## src/hw/rtl/spp_pkg.sv

```systemverilog
`timescale 1ns / 1ps
// ----------------------------------------------------------------------------
// Square particle pair collision package
// Queue status type shared by the block's modules and a fixed width constant.
// ----------------------------------------------------------------------------
package spp_pkg;

  // Width budget of the exact impulse product; sets the center line scaling.
  localparam int unsigned PROD_BITS = 62;

  typedef struct packed {
    logic full;
    logic empty;
  } q_status_t;

endpackage

```

## src/hw/rtl/spp_fifo.sv

```systemverilog
`timescale 1ns / 1ps
// ----------------------------------------------------------------------------
// Square particle pair collision queue
// Two-entry queue between the classifying front end and the impulse pipeline.
// ----------------------------------------------------------------------------
module spp_fifo #(
  parameter int WIDTH = 8
) (
  input  logic                  clk,
  input  logic                  rst,
  input  logic                  wr,
  input  logic [WIDTH-1:0]      wdata,
  input  logic                  rd,
  output logic [WIDTH-1:0]      rdata,
  output spp_pkg::q_status_t    status
);
  import spp_pkg::*;

  localparam int DEPTH = 2;
  localparam int AW = $clog2(DEPTH);

  logic [WIDTH-1:0] mem [DEPTH];
  logic [AW-1:0]    wptr;
  logic [AW-1:0]    rptr;
  logic [AW:0]      count;

  always_ff @(posedge clk) begin
    if (wr) begin
      mem[wptr] <= wdata;
    end
  end

  always_ff @(posedge clk) begin
    if (rst) begin
      wptr  <= '0;
      rptr  <= '0;
      count <= '0;
    end else begin
      if (wr) begin
        wptr <= wptr + 1'b1;
      end
      if (rd) begin
        rptr <= rptr + 1'b1;
      end
      case ({wr, rd})
        2'b10:   count <= count + 1'b1;
        2'b01:   count <= count - 1'b1;
        default: count <= count;
      endcase
    end
  end

  assign rdata        = mem[rptr];
  assign status.full  = (count == (AW+1)'(DEPTH));
  assign status.empty = (count == '0);

endmodule

```

## config.mk

```make
export PLATFORM = sky130hd
export DESIGN_NAME = spp_fifo
export DESIGN_NICKNAME = d
export VERILOG_FILES = /design/src/hw/rtl/spp_pkg.sv /design/src/hw/rtl/spp_fifo.sv
export SDC_FILE = /design/constraint.sdc
export NUM_CORES = 1
export LEC_CHECK = 0
export ABC_AREA = 1
export BUFFER_PORTS_ARGS = -buffer_cell sky130_fd_sc_hd__buf_4
export CAP_MARGIN = 20
export CORE_MARGIN = 2
export CORE_UTILIZATION = 49
export CTS_CLUSTER_DIAMETER = 30
export DETAILED_ROUTE_END_ITERATION = 12
export PLACE_DENSITY = 0.72
export SLEW_MARGIN = 20
export SYNTH_ARGS = -nofsm -noshare
export SYNTH_HDL_FRONTEND = slang
export SYNTH_SLANG_ARGS = --single-unit
```

## constraint.sdc

```tcl
create_clock -name clk -period 1.1 [get_ports clk]
set_input_delay 0.11 -clock clk [delete_from_list [all_inputs] [get_ports clk]]
set_output_delay 0.11 -clock clk [all_outputs]
set_load 0.1 [all_outputs]
```

---- Word-level counts from Yosys, hierarchy flattened ----
Memory sizes are Yosys's and may differ from the RTL's. A register that Yosys moved wholly into a read port is not among the register bits.
Index checks and enable logic that the tools add are counted.
Widths: inputs -> output; s select.
storage, ports and cells
  bits in latches ......................... 0
  bits in read-only memories .............. 0
  memories kept ........................... 1
  bits in registers ....................... 4
  output and inout bits ................... 10
  memory bits (writable) .................. 16
cells by class
  multiply operators ...................... 0
  shifts and indexed selects .............. 0
  divide/modulo/power cells ............... 0
  equal/unequal tests ..................... 3
  mux-type cells .......................... 5
  add/subtract/negate cells ............... 4
  order comparisons ....................... 0
  bitwise operators ....................... 0
  reduce and logical (&&, ||, !) cells .... 2
memory list
  memory  words  bits a word  read ports  clocked after memory_dff  wr ports  RTL line        RTL
  mem     2      8            1           1                         1         spp_fifo.sv:22  logic [WIDTH-1:0] mem [DEPTH];
operators by type and width
  operator             number
  $eq 2x2->1 const B   2
  $mux 1               4
  $pmux 2 s2           1
  $add 1x1->1 const B  2
  $add 2x1->2 const B  1
  $eq 2x1->1 const B   1
  $logic_not 2->1      1
  $reduce_bool 2->1    1
  $sub 2x1->2 const B  1

---- Depth between registers and ports, before layout ----
  depth in word-level cells ............... 3
  depth in mapped cells ................... 7

---- Worst setup path after synthesis ----
OpenSTA, ideal clock, no wires.
  path kind ............................... register to output
  from .................................... register count[1]
  to ...................................... output status[1] (netlist name)
  data arrival time ....................... 1.641 ns
  path slack .............................. -0.651 ns
  path buffers ............................ 0
  required time ........................... 0.990 ns
  stages on the path, launching flop included .. 3
  cell sequence ........................... dfxtp_1 inv_1 nor2_1
RTL lines
  element                   RTL line        RTL
  start: declaration        spp_fifo.sv:25  logic [AW:0] count;
  start signal: assignment  spp_fifo.sv:46  2'b10: count <= count + 1'b1;
  start signal: assignment  spp_fifo.sv:47  2'b01: count <= count - 1'b1;
  start signal: assignment  spp_fifo.sv:48  default: count <= count;
  end: declaration          spp_fifo.sv:15  output spp_pkg::q_status_t status

==> flow_summary_export.csv <==
group,metric,value,unit
worst_setup_path,timing.critical_path.arrival,1.28,ns
worst_setup_path,worst_ep_required_time,0.99,ns
final_layout,most-common-layout-cells,"edfxtp_1, buf_4, buf_12",
pwr,powerDensity,1550,nW/µm²
grt,grt_max_degree,13,
detailed_routing,firstDrtPassIters,4,
sta,timing_worst_slew_pin_value,0.216,ns
die,core,1520,µm²
final_layout,num-fill-cells,71,
sta,clock.fmax,0.720,GHz
hold_path,holdCritPathClass,"input port to flop",
run_status,violations,"negative setup slack",
sta,setup_viol,9,
sta,final_max_slew_viol_count,0,
sta,post_route_skew,0.00396,ns
flow_run,maxCapViolations,0,
cts,cts.path.max_buffers,2,
die,fp.dieH,44.6,µm
detailed_routing,highest-signal-layer,"met4",
logic_synthesis,postSynthRegisterBits,21,
logic_synthesis,post_synth_num_cell_types,13,
cts,numClockSinks,21,
die,fp-row-count,14,
sta,timing.final.crit_period,1.39,ns
detailed_routing,routed_wire_length_per_instance,15.3,µm
cts,path_clk_slew,0.12,ns
worst_setup_path,cp-end-kind,"output port",
grt,grt_pass1_wl,2720,µm
worst_setup_path,max_stage_delay,0.36,ns
detailed_routing,m1WireLength,675,µm
sta,finalCritPeriodShare,126,%
final_layout,finalNetCount,110,
placement,post-place-ws,-0.0177,ns
cts,clock_latency_on_the_worst_skew_pair,0.30,ns
final_layout,area_growth_syn_to_layout,63.7,%
logic_synthesis,ys_warn_count,0,
detailed_routing,vias_per_std_cell,4.90,
worst_setup_path,path_class,"flop to output port",
run_status,outcome,"finished, violations left",
detailed_routing,dr_wl_met3,87,µm
worst_setup_path,start_kind,"flop",
cts,cts_made_buffers,3,
detailed_routing,antenna_nets_post_route,0,
logic_synthesis,postSynthNetCount,71,
cts,htree_levels,1,
pwr,irDropWorstVdd,1.17,mV
cts,clockRootBuffer,"clkbuf_4",
logic_synthesis,post_synth_instance_area,807,µm²
final_layout,drive_gt1_share,46.9,%
logic_synthesis,synthesis.instances,58,
logic_synthesis,postSynthAreaPerCell,13.9,µm²
grt,global_route_total_usage_across_every_layer,20.5,%
worst_setup_path,crit_path_max_fanout,4,
grt,initial_antenna_violation_count,0,
detailed_routing,met2WireLength,937,µm
placement,dp_hpwl,926,µm
detailed_routing,totalWireLength,1720,µm
cts,clock_tree_from_tritoncts,"done",
sta,slew_headroom,85.6,%
sta,tns,-2.28,ns
final_layout,antenna-diode-count,0,
placement,port_buffers,21,
die,floorplan.initialDensity,53.0,%
sta,timing.final.ws_setup,-0.289,ns
die,die-width,44.6,µm
sta,grt_setup_unrepaired,"yes",
sta,final_hold_viol_count,0,
detailed_routing,route.detailed.drc,0,
worst_setup_path,worst_path_max_delay_cell,"dfxtp_2",
die,floorplan.die_area,1990,µm²
die,io-pin-count,22,
placement,place_congestion,0.722,
worst_setup_path,crit_chain,"buf_6 > mux2_4 > buf_12",
grt,grt_pass1_vias,593,
logic_synthesis,seq_area_frac_synth,71.9,%
detailed_routing,drt-initial-drc-count,22,
pwr,total_leakage_power,0.556,nW
final_layout,final_common_cell,"edfxtp_1",
detailed_routing,dr_total_vias,549,
grt,grt_remaining_overflow,0,
## timing repair
item,in CTS,in global routing
hold buffers,9,0
resized for setup,46,2
setup buffers,2,0
endpoints found under the hold margin,19,0
setup endpoints to repair,10,18
gates cloned,0,0
pin swaps,1,1
## power breakdown
group          switching (mW)  internal (mW)  leakage [nW]
combinational           0.433          0.303         0.345
clock                   0.237          0.136        0.0177
sequential             0.0311          0.909         0.193
total                   0.702           1.35         0.556
## cell families (layout without fill, tap and decap cells)
| family | Yosys count | count (layout) | synth area share, % |
|---|---|---|---|
| AO/OA/AOI/OAI | 2 | 2 | 1.24 |
| XOR/XNOR | 1 | 1 | 1.09 |
| adder cells (fa/ha/maj) | 1 | 1 | 1.55 |
| buffers and inverters | 8 | 46 | 4.65 |
| flip-flops | 21 | 21 | 71.9 |
| multiplexers | 8 | 8 | 11.2 |
| AND/OR/NAND/NOR | 17 | 17 | 8.37 |
## state kept, by name, summed over array words and instances, names as in the netlist, named ones only
register,count
count,2
wptr,1
rptr,1
mem,16
## layout make-up
class	instances	area [µm²]	share of cell area (%)
Multi-Input combinational cell	29	234	17.7
Tap cell	16	20.0	1.52
Timing Repair Buffer	35	418	31.6
Sequential cell	21	589	44.6
Clock buffer	3	22.5	1.70
Inverter	7	32.5	2.46
Clock inverter	1	5.00	0.379
## Yosys cell counts, drive strengths merged
cell type	n	area (µm²)
xnor2	1	8.76
nand4	1	6.26
inv	7	26.3
ha	1	12.5
nor3	1	5.00
mux2	8	90.1
buf	1	11.3
nand2	5	18.8
edfxtp	16	480
nor2	10	37.5
a21oi	1	5.00
o21ai	1	5.00
dfxtp	5	100
## routing by layer
metal  up-vias  GRT usage (%)
met5         -              0
met4         0           12.7
met3         2           2.86
met2        16           37.1
met1       259           22.2
li1        272              -
## per-stage QoR
step	utilization [%]	power (mW)	instances	hold slack, ns	area (µm²)
2_1_floorplan	-	1.36	58	0.182	822
3_3_place_gp	66.3	1.48	97	0.294	1010
3_5_place_dp	66.3	1.49	97	0.298	1010
4_1_cts	86.3	2.04	112	0.0758	1320
5_1_grt	86.7	2.12	112	0.0839	1320
6_report	86.7	2.05	112	0.0777	1320
## critical path, delay by kind of cell, from the launching register on
family / cells / cell delay (ns)
flops: 1 / 0.36
mux: 1 / 0.32
buf+inv: 2 / 0.29
## worst paths after layout
check | start | to | slack [ns] | cells past startpoint
setup / recovery | flop | rdata[7] | -0.29 | 3
hold / removal | rd | rptr | 0.08 | 3
setup reg to reg | count[0] | count[1] | 0.14 | 6
hold reg to reg | rptr | rptr | 0.54 | 2
No activity file was read; power rests on OpenSTA's default activity.
