<file path="config.mk">
export PLATFORM = sky130hd
export DESIGN_NAME = spp_front
export DESIGN_NICKNAME = d
export VERILOG_FILES = /design/src/hw/rtl/spp_pkg.sv /design/src/hw/rtl/spp_front.sv
export SDC_FILE = /design/constraint.sdc
export NUM_CORES = 1
export LEC_CHECK = 0
export BUFFER_PORTS_ARGS = -buffer_cell sky130_fd_sc_hd__buf_2
export CORE_AREA = 5 5 123 125
export DETAILED_ROUTE_END_ITERATION = 10
export DIE_AREA = 0 0 128 130
export GPL_TIMING_DRIVEN = 1
export PLACE_DENSITY = 0.78
export SLEW_MARGIN = 20
export SYNTH_ARGS = -nofsm -noshare
export SYNTH_HDL_FRONTEND = slang
export SYNTH_SLANG_ARGS = --single-unit
</file>
<file path="constraint.sdc">
create_clock -name vclk -period 13.4
set_clock_uncertainty 0.1 [all_clocks]
set_input_delay 0.67 -clock vclk [all_inputs]
set_output_delay 0.67 -clock vclk [all_outputs]
set_load 0.05 [all_outputs]
</file>
<file path="src/hw/rtl/spp_pkg.sv">
`timescale 1ns / 1ps
// ----------------------------------------------------------------------------
// Square particle pair collision package
// Queue status type shared by the block's modules and a fixed width constant.
// ----------------------------------------------------------------------------
package spp_pkg;

  // Width budget of the exact impulse product; sets the center line scaling.
  localparam int unsigned PROD_BITS = 62;

  typedef struct packed {
    logic full;
    logic empty;
  } q_status_t;

endpackage

</file>
<file path="src/hw/rtl/spp_front.sv">
`timescale 1ns / 1ps
// ----------------------------------------------------------------------------
// Square particle pair collision front end
// Accept a pair, form the center offsets and overlap test, queue the item.
// ----------------------------------------------------------------------------
module spp_front #(
  parameter int POSITION_WIDTH = 18,
  parameter int VELOCITY_WIDTH = 20,
  parameter int FRACTION_BITS  = 16
) (
  input  logic                              push,
  input  spp_pkg::q_status_t                q_status,
  output logic                              wr,
  input  logic signed [POSITION_WIDTH-1:0]  p1x,
  input  logic signed [POSITION_WIDTH-1:0]  p1y,
  input  logic signed [VELOCITY_WIDTH-1:0]  v1x,
  input  logic signed [VELOCITY_WIDTH-1:0]  v1y,
  input  logic [FRACTION_BITS-1:0]          h1,
  input  logic signed [POSITION_WIDTH-1:0]  p2x,
  input  logic signed [POSITION_WIDTH-1:0]  p2y,
  input  logic signed [VELOCITY_WIDTH-1:0]  v2x,
  input  logic signed [VELOCITY_WIDTH-1:0]  v2y,
  input  logic [FRACTION_BITS-1:0]          h2,
  output logic                              hit,
  output logic signed [POSITION_WIDTH:0]    dx,
  output logic signed [POSITION_WIDTH:0]    dy,
  output logic [POSITION_WIDTH:0]           ax,
  output logic [POSITION_WIDTH:0]           ay,
  output logic [FRACTION_BITS:0]            ext,
  output logic signed [VELOCITY_WIDTH:0]    dux,
  output logic signed [VELOCITY_WIDTH:0]    duy
);
  import spp_pkg::*;

  localparam int P  = POSITION_WIDTH;
  localparam int V  = VELOCITY_WIDTH;
  localparam int F  = FRACTION_BITS;
  localparam int CW = (P + 1 > F + 1) ? P + 1 : F + 1;

  assign wr = push && !q_status.full;

  always_comb begin
    dx  = (P+1)'(p1x) - (P+1)'(p2x);
    dy  = (P+1)'(p1y) - (P+1)'(p2y);
    ax  = dx[P] ? (P+1)'(-dx) : (P+1)'(dx);
    ay  = dy[P] ? (P+1)'(-dy) : (P+1)'(dy);
    ext = (F+1)'(h1) + (F+1)'(h2);
    hit = (CW'(ax) < CW'(ext)) && (CW'(ay) < CW'(ext));
    dux = (V+1)'(v1x) - (V+1)'(v2x);
    duy = (V+1)'(v1y) - (V+1)'(v2y);
  end

endmodule

</file>
# Word-level counts from Yosys, hierarchy flattened

Cells that the tools add are included.

$add $sub $neg: 7
Multipliers: 0
Div/mod/pow operators: 0
$lt $le $gt $ge: 2
Equal/unequal tests: 0
Shift-type cells: 0
Mux-type cells: 2
Bitwise gates (word level): 0
Reduce and logical (&&, ||, !) cells: 3

Operators by type and width:

| cell                                  | number |
|---|---|
| subtractor 20 x 20 -> 21 bit          | 2 |
| less-than comparator 19 x 17 -> 1 bit | 2 |
| 2-to-1 mux 19 bit                     | 2 |
| negator 19 bit                        | 2 |
| subtractor 18 x 18 -> 19 bit          | 2 |
| adder 16 x 16 -> 17 bit               | 1 |
| logical AND 1 bit                     | 2 |
| logical NOT 1 bit                     | 1 |

Flip-flop bits (word level): 0
Bits in latches: 0
Bits in writable memories: 0
Memory bits (read-only): 0
Input bits: 187
Output and inout bits: 137
Word-level logic and storage cells: 14
Memories kept: 0

# Depth between registers and ports, before layout

Depth in word-level cells: 5
Gate-level depth with buffers: 25
Gate-level depth less buffers: 24

# Worst setup path after synthesis

No wires, ideal clock.

Kind: input to output
From: input p1x[0]
To: output hit
Data arrival time: 6.807 ns
Data required time: 12.630 ns
Setup slack: 5.823 ns
Cell stages on the path: 20
Path buffers: 0
Cell sequence: inv_1 -> ha_1 -> fa_1 -> nor2b_1 -> o2111ai_1 -> a31oi_1 -> o22ai_1 -> a311oi_1 -> or4b_1 -> nand2b_1 -> nand2_1 -> xnor2_1 -> ha_1 -> nand2_1 -> nor3_1 -> a211oi_1 -> o21ai_0 -> a221oi_1 -> nand4_1 -> a211oi_2

Cells in the longest elaborated chain, start to end: 5

RTL lines:

| what                                  | line            | text |
|---|---|---|
| start: declaration                    | spp_front.sv:14 | `input logic signed [POSITION_WIDTH-1:0] p1x,` |
| subtractor 18 x 18 -> 19 bit          | spp_front.sv:43 | `dx = (P+1)'(p1x) - (P+1)'(p2x);` |
| named net dx[14]                      | spp_front.sv:25 | `output logic signed [POSITION_WIDTH:0] dx,` |
| negator 19 bit                        | spp_front.sv:45 | `ax = dx[P] ? (P+1)'(-dx) : (P+1)'(dx);` |
| 2-to-1 mux 19 bit                     | spp_front.sv:45 |  |
| named net ax[16]                      | spp_front.sv:27 | `output logic [POSITION_WIDTH:0] ax,` |
| less-than comparator 19 x 17 -> 1 bit | spp_front.sv:48 | `hit = (CW'(ax) < CW'(ext)) && (CW'(ay) < CW'(ext));` |
| logical AND 1 bit                     | spp_front.sv:48 |  |
| end: declaration                      | spp_front.sv:24 | `output logic hit,` |

The timed path passes the listed nets, and every way through them passes these cells.

# Worst setup path after layout

From: input p1x[0]
To: output hit

Cells in the longest elaborated chain, start to end: 5

RTL lines:

| what                                    | line |
|---|---|
| subtractor 18 x 18 -> 19 bit *          | spp_front.sv:43 |
| negator 19 bit                          | spp_front.sv:45 |
| 2-to-1 mux 19 bit *                     | spp_front.sv:45 |
| less-than comparator 19 x 17 -> 1 bit * | spp_front.sv:48 |
| logical AND 1 bit *                     | spp_front.sv:48 |

Every way passes the cells marked *; elsewhere a longest branch is shown, timed or not.

==> impl_metrics.ini <==
[drt]
ant_nets = 0
finalWirelength_mm = 19.6
drc = 0
vias_per_cell = 5.30
wl_per_cell_um = 14.0
drt_iter0_drc = 266
via_count = 7424
dr.pass1.iters = 5

[sta]
layout_min_cycle_time_ns = 6.33
post-route-period-util_pct = 47.3
fmax_mhz = 158
drv_slew = 0
tightest_slew_ns = 0.768
hold_violations = 0
setup_viol = 0
slew-limit-headroom_pct = 48.0
rsz0062_at_grt = no
tns_ns = 0

[power_and_ir_drop]
power_density_nw_per_um2 = 115
power_leakage_nw = 4.40
ir_worst_vdd_mv = 0.0911

[setup_path]
crit_start = p1x[0]
arrival_ns = 5.56
required_ns = 12.63
slowest_delay_ns = 0.40
start_kind = primary input
worstPathMaxFanout = 17
critPathKind = in -> out
slowest_stage = a2111oi_0
worst_setup_path_end_kind = primary output

[placed_design]
dp_hpwl_mm = 17.9
io_buffers = 323
gp_congestion = 0.917

[clock_tree]
post-cts-setup-buffers = 0
cts_hold_buf = 0
cts_resized = 0

[cells_and_area]
fill_cells = 1377
post-route-util_pct = 58.2
area_delta_synth_final_pct = 28.5
register_area_um2 = 0
n_clock_buffer = 0
seq_cell_count = 0
drive_gt1_share_pct = 29.2
finalNetCount = 1537

[die]
num_rows = 43
fp.coreArea_um2 = 13800
initial_core_util_pct = 45.3
ioPinCount = 324
dieWidth_um = 128
dieArea_um2 = 16600
die_h_um = 130

[grt]
grtUsageTotal_pct = 21.4
antenna_found_initial = 5
grt-ovfl-total = 0
grt_max_degree = 19
first_global_vias = 6784
grt_pass1_wl_mm = 30.3

[logic_synthesis]
ys_seq_area_share_pct = 0
ys_types = 75
yosysWarnings = 0
syn-cell-area_um2 = 6240
synth_fp_nets = 1227
netlist_instances = 909
avgSynthCellArea_um2 = 6.87

[job]
cap_viol_max_count = 0

[min_path]
min_path_type = in -> out
hp-start = q_status[1]

[outcome]
outcome = completed
## path summary, 6_finish.rpt
kind	endpoint	slack (ns)	cells past startpoint
min	wr	1.54	3
max	hit	7.07	25
## area by class of cell
| cell class | count | area [um2] | share of cell area (%) |
|---|---|---|---|
| Antenna cell | 4 | 10.0 | 0.125 |
| Multi-Input combinational cell | 761 | 5670 | 70.6 |
| Timing Repair Buffer | 324 | 1620 | 20.2 |
| Inverter | 132 | 495 | 6.18 |
| Tap cell | 180 | 225 | 2.81 |
## critical path: cells and delay by family
family	cells	cell delay [ns]
adders and majority gates	3	0.68
AOI/OAI and AO/OA	12	2.41
buffers and inverters	4	0.79
muxes	1	0.32
and+or+nand+nor	4	0.45
xor gates and xnor gates	1	0.23
## routing by layer
layer	track usage (%)	wire length, um
met1	26.2	8100
met2	39.6	9610
met3	3.07	1440
met4	4.49	482
met5	0	7
## report_power, final
| group | total [W] | leakage [nW] | switching (W) | internal [W] |
|---|---|---|---|---|
| clock network | 0.0000000000399 | 0.0000254 | 0 | 0.0000000000399 |
| logic | 0.000922 | 4.40 | 0.000658 | 0.000264 |
| registers | 0 | 0 | 0 | 0 |
## layout by cell type, fill, tap and decap left out, types with 6 or more instances in the layout
| cell type | netlist | routed |
|---|---|---|
| buf_2 | 4 | 323 |
| o31ai_1 | 8 | 8 |
| nand3_1 | 24 | 24 |
| nand2b_1 | 14 | 14 |
| nor2_1 | 81 | 81 |
| a211oi_1 | 11 | 11 |
| nand2_1 | 57 | 57 |
| inv_1 | 132 | 132 |
| a21oi_1 | 57 | 57 |
| o21a_1 | 16 | 16 |
| o2111ai_1 | 8 | 8 |
| or3_1 | 13 | 13 |
| or2_2 | 11 | 11 |
| xnor2_1 | 69 | 69 |
| o21ai_0 | 40 | 40 |
| a21o_1 | 20 | 20 |
| a31oi_1 | 7 | 7 |
| nor3_1 | 33 | 33 |
| nor4_1 | 6 | 6 |
| nor2b_1 | 21 | 21 |
| o211ai_1 | 9 | 9 |
| ha_1 | 126 | 126 |
| xor2_1 | 26 | 26 |
| nand4_1 | 7 | 7 |
## Yosys cell counts (5+ instances only)
cell / n / area share [%]
nor2_1: 81 / 4.9
a21oi_1: 57 / 4.6
or3_1: 13 / 1.3
nor3_1: 33 / 2.6
ha_1: 126 / 25
xnor2_1: 69 / 9.7
nor2b_1: 21 / 2.1
fa_1: 5 / 1.6
o21ai_0: 40 / 3.2
a31oi_1: 7 / 0.70
and2_1: 5 / 0.50
nand4_1: 7 / 0.70
nand2_1: 57 / 3.4
a21o_1: 20 / 2.4
nand2b_1: 14 / 1.4
nor4_1: 6 / 0.60
nand3_1: 24 / 1.9
o31ai_1: 8 / 0.96
inv_1: 132 / 7.9
o21a_1: 16 / 1.9
a211oi_1: 11 / 1.3
xor2_1: 26 / 3.6
clkbuf_1: 8 / 0.48
or2_2: 11 / 1.1
o2111ai_1: 8 / 1.1
o211ai_1: 9 / 1.1
## stage by stage
step | cell area, um2 | cells | setup WS [ns] | total power, W | hold WS [ns]
2_1_floorplan | 6240 | 909 | 5.82 | 0.000709 | 1.41
3_3_place_gp | 8010 | 1397 | 7.06 | 0.000912 | 1.54
3_5_place_dp | 8010 | 1397 | 7.03 | 0.000922 | 1.54
4_1_cts | 8010 | 1397 | 7.00 | 0.000926 | 1.54
5_1_grt | 8020 | 1401 | 6.27 | 0.000994 | 1.56
6_report | 8020 | 1401 | 7.07 | 0.000922 | 1.54
## cell families after synthesis
kind of cell             count (synthesis)  share of synthesized area, %
multiplexers                             7                          1.20
AND/OR/NAND/NOR                        295                          23.9
buffers and inverters                  148                          9.22
XOR/XNOR                                95                          13.3
AO/OA/AOI/OAI                          233                          25.5
adder cells (fa/ha/maj)                131                          26.9
(Power assumes the default switching activity.)
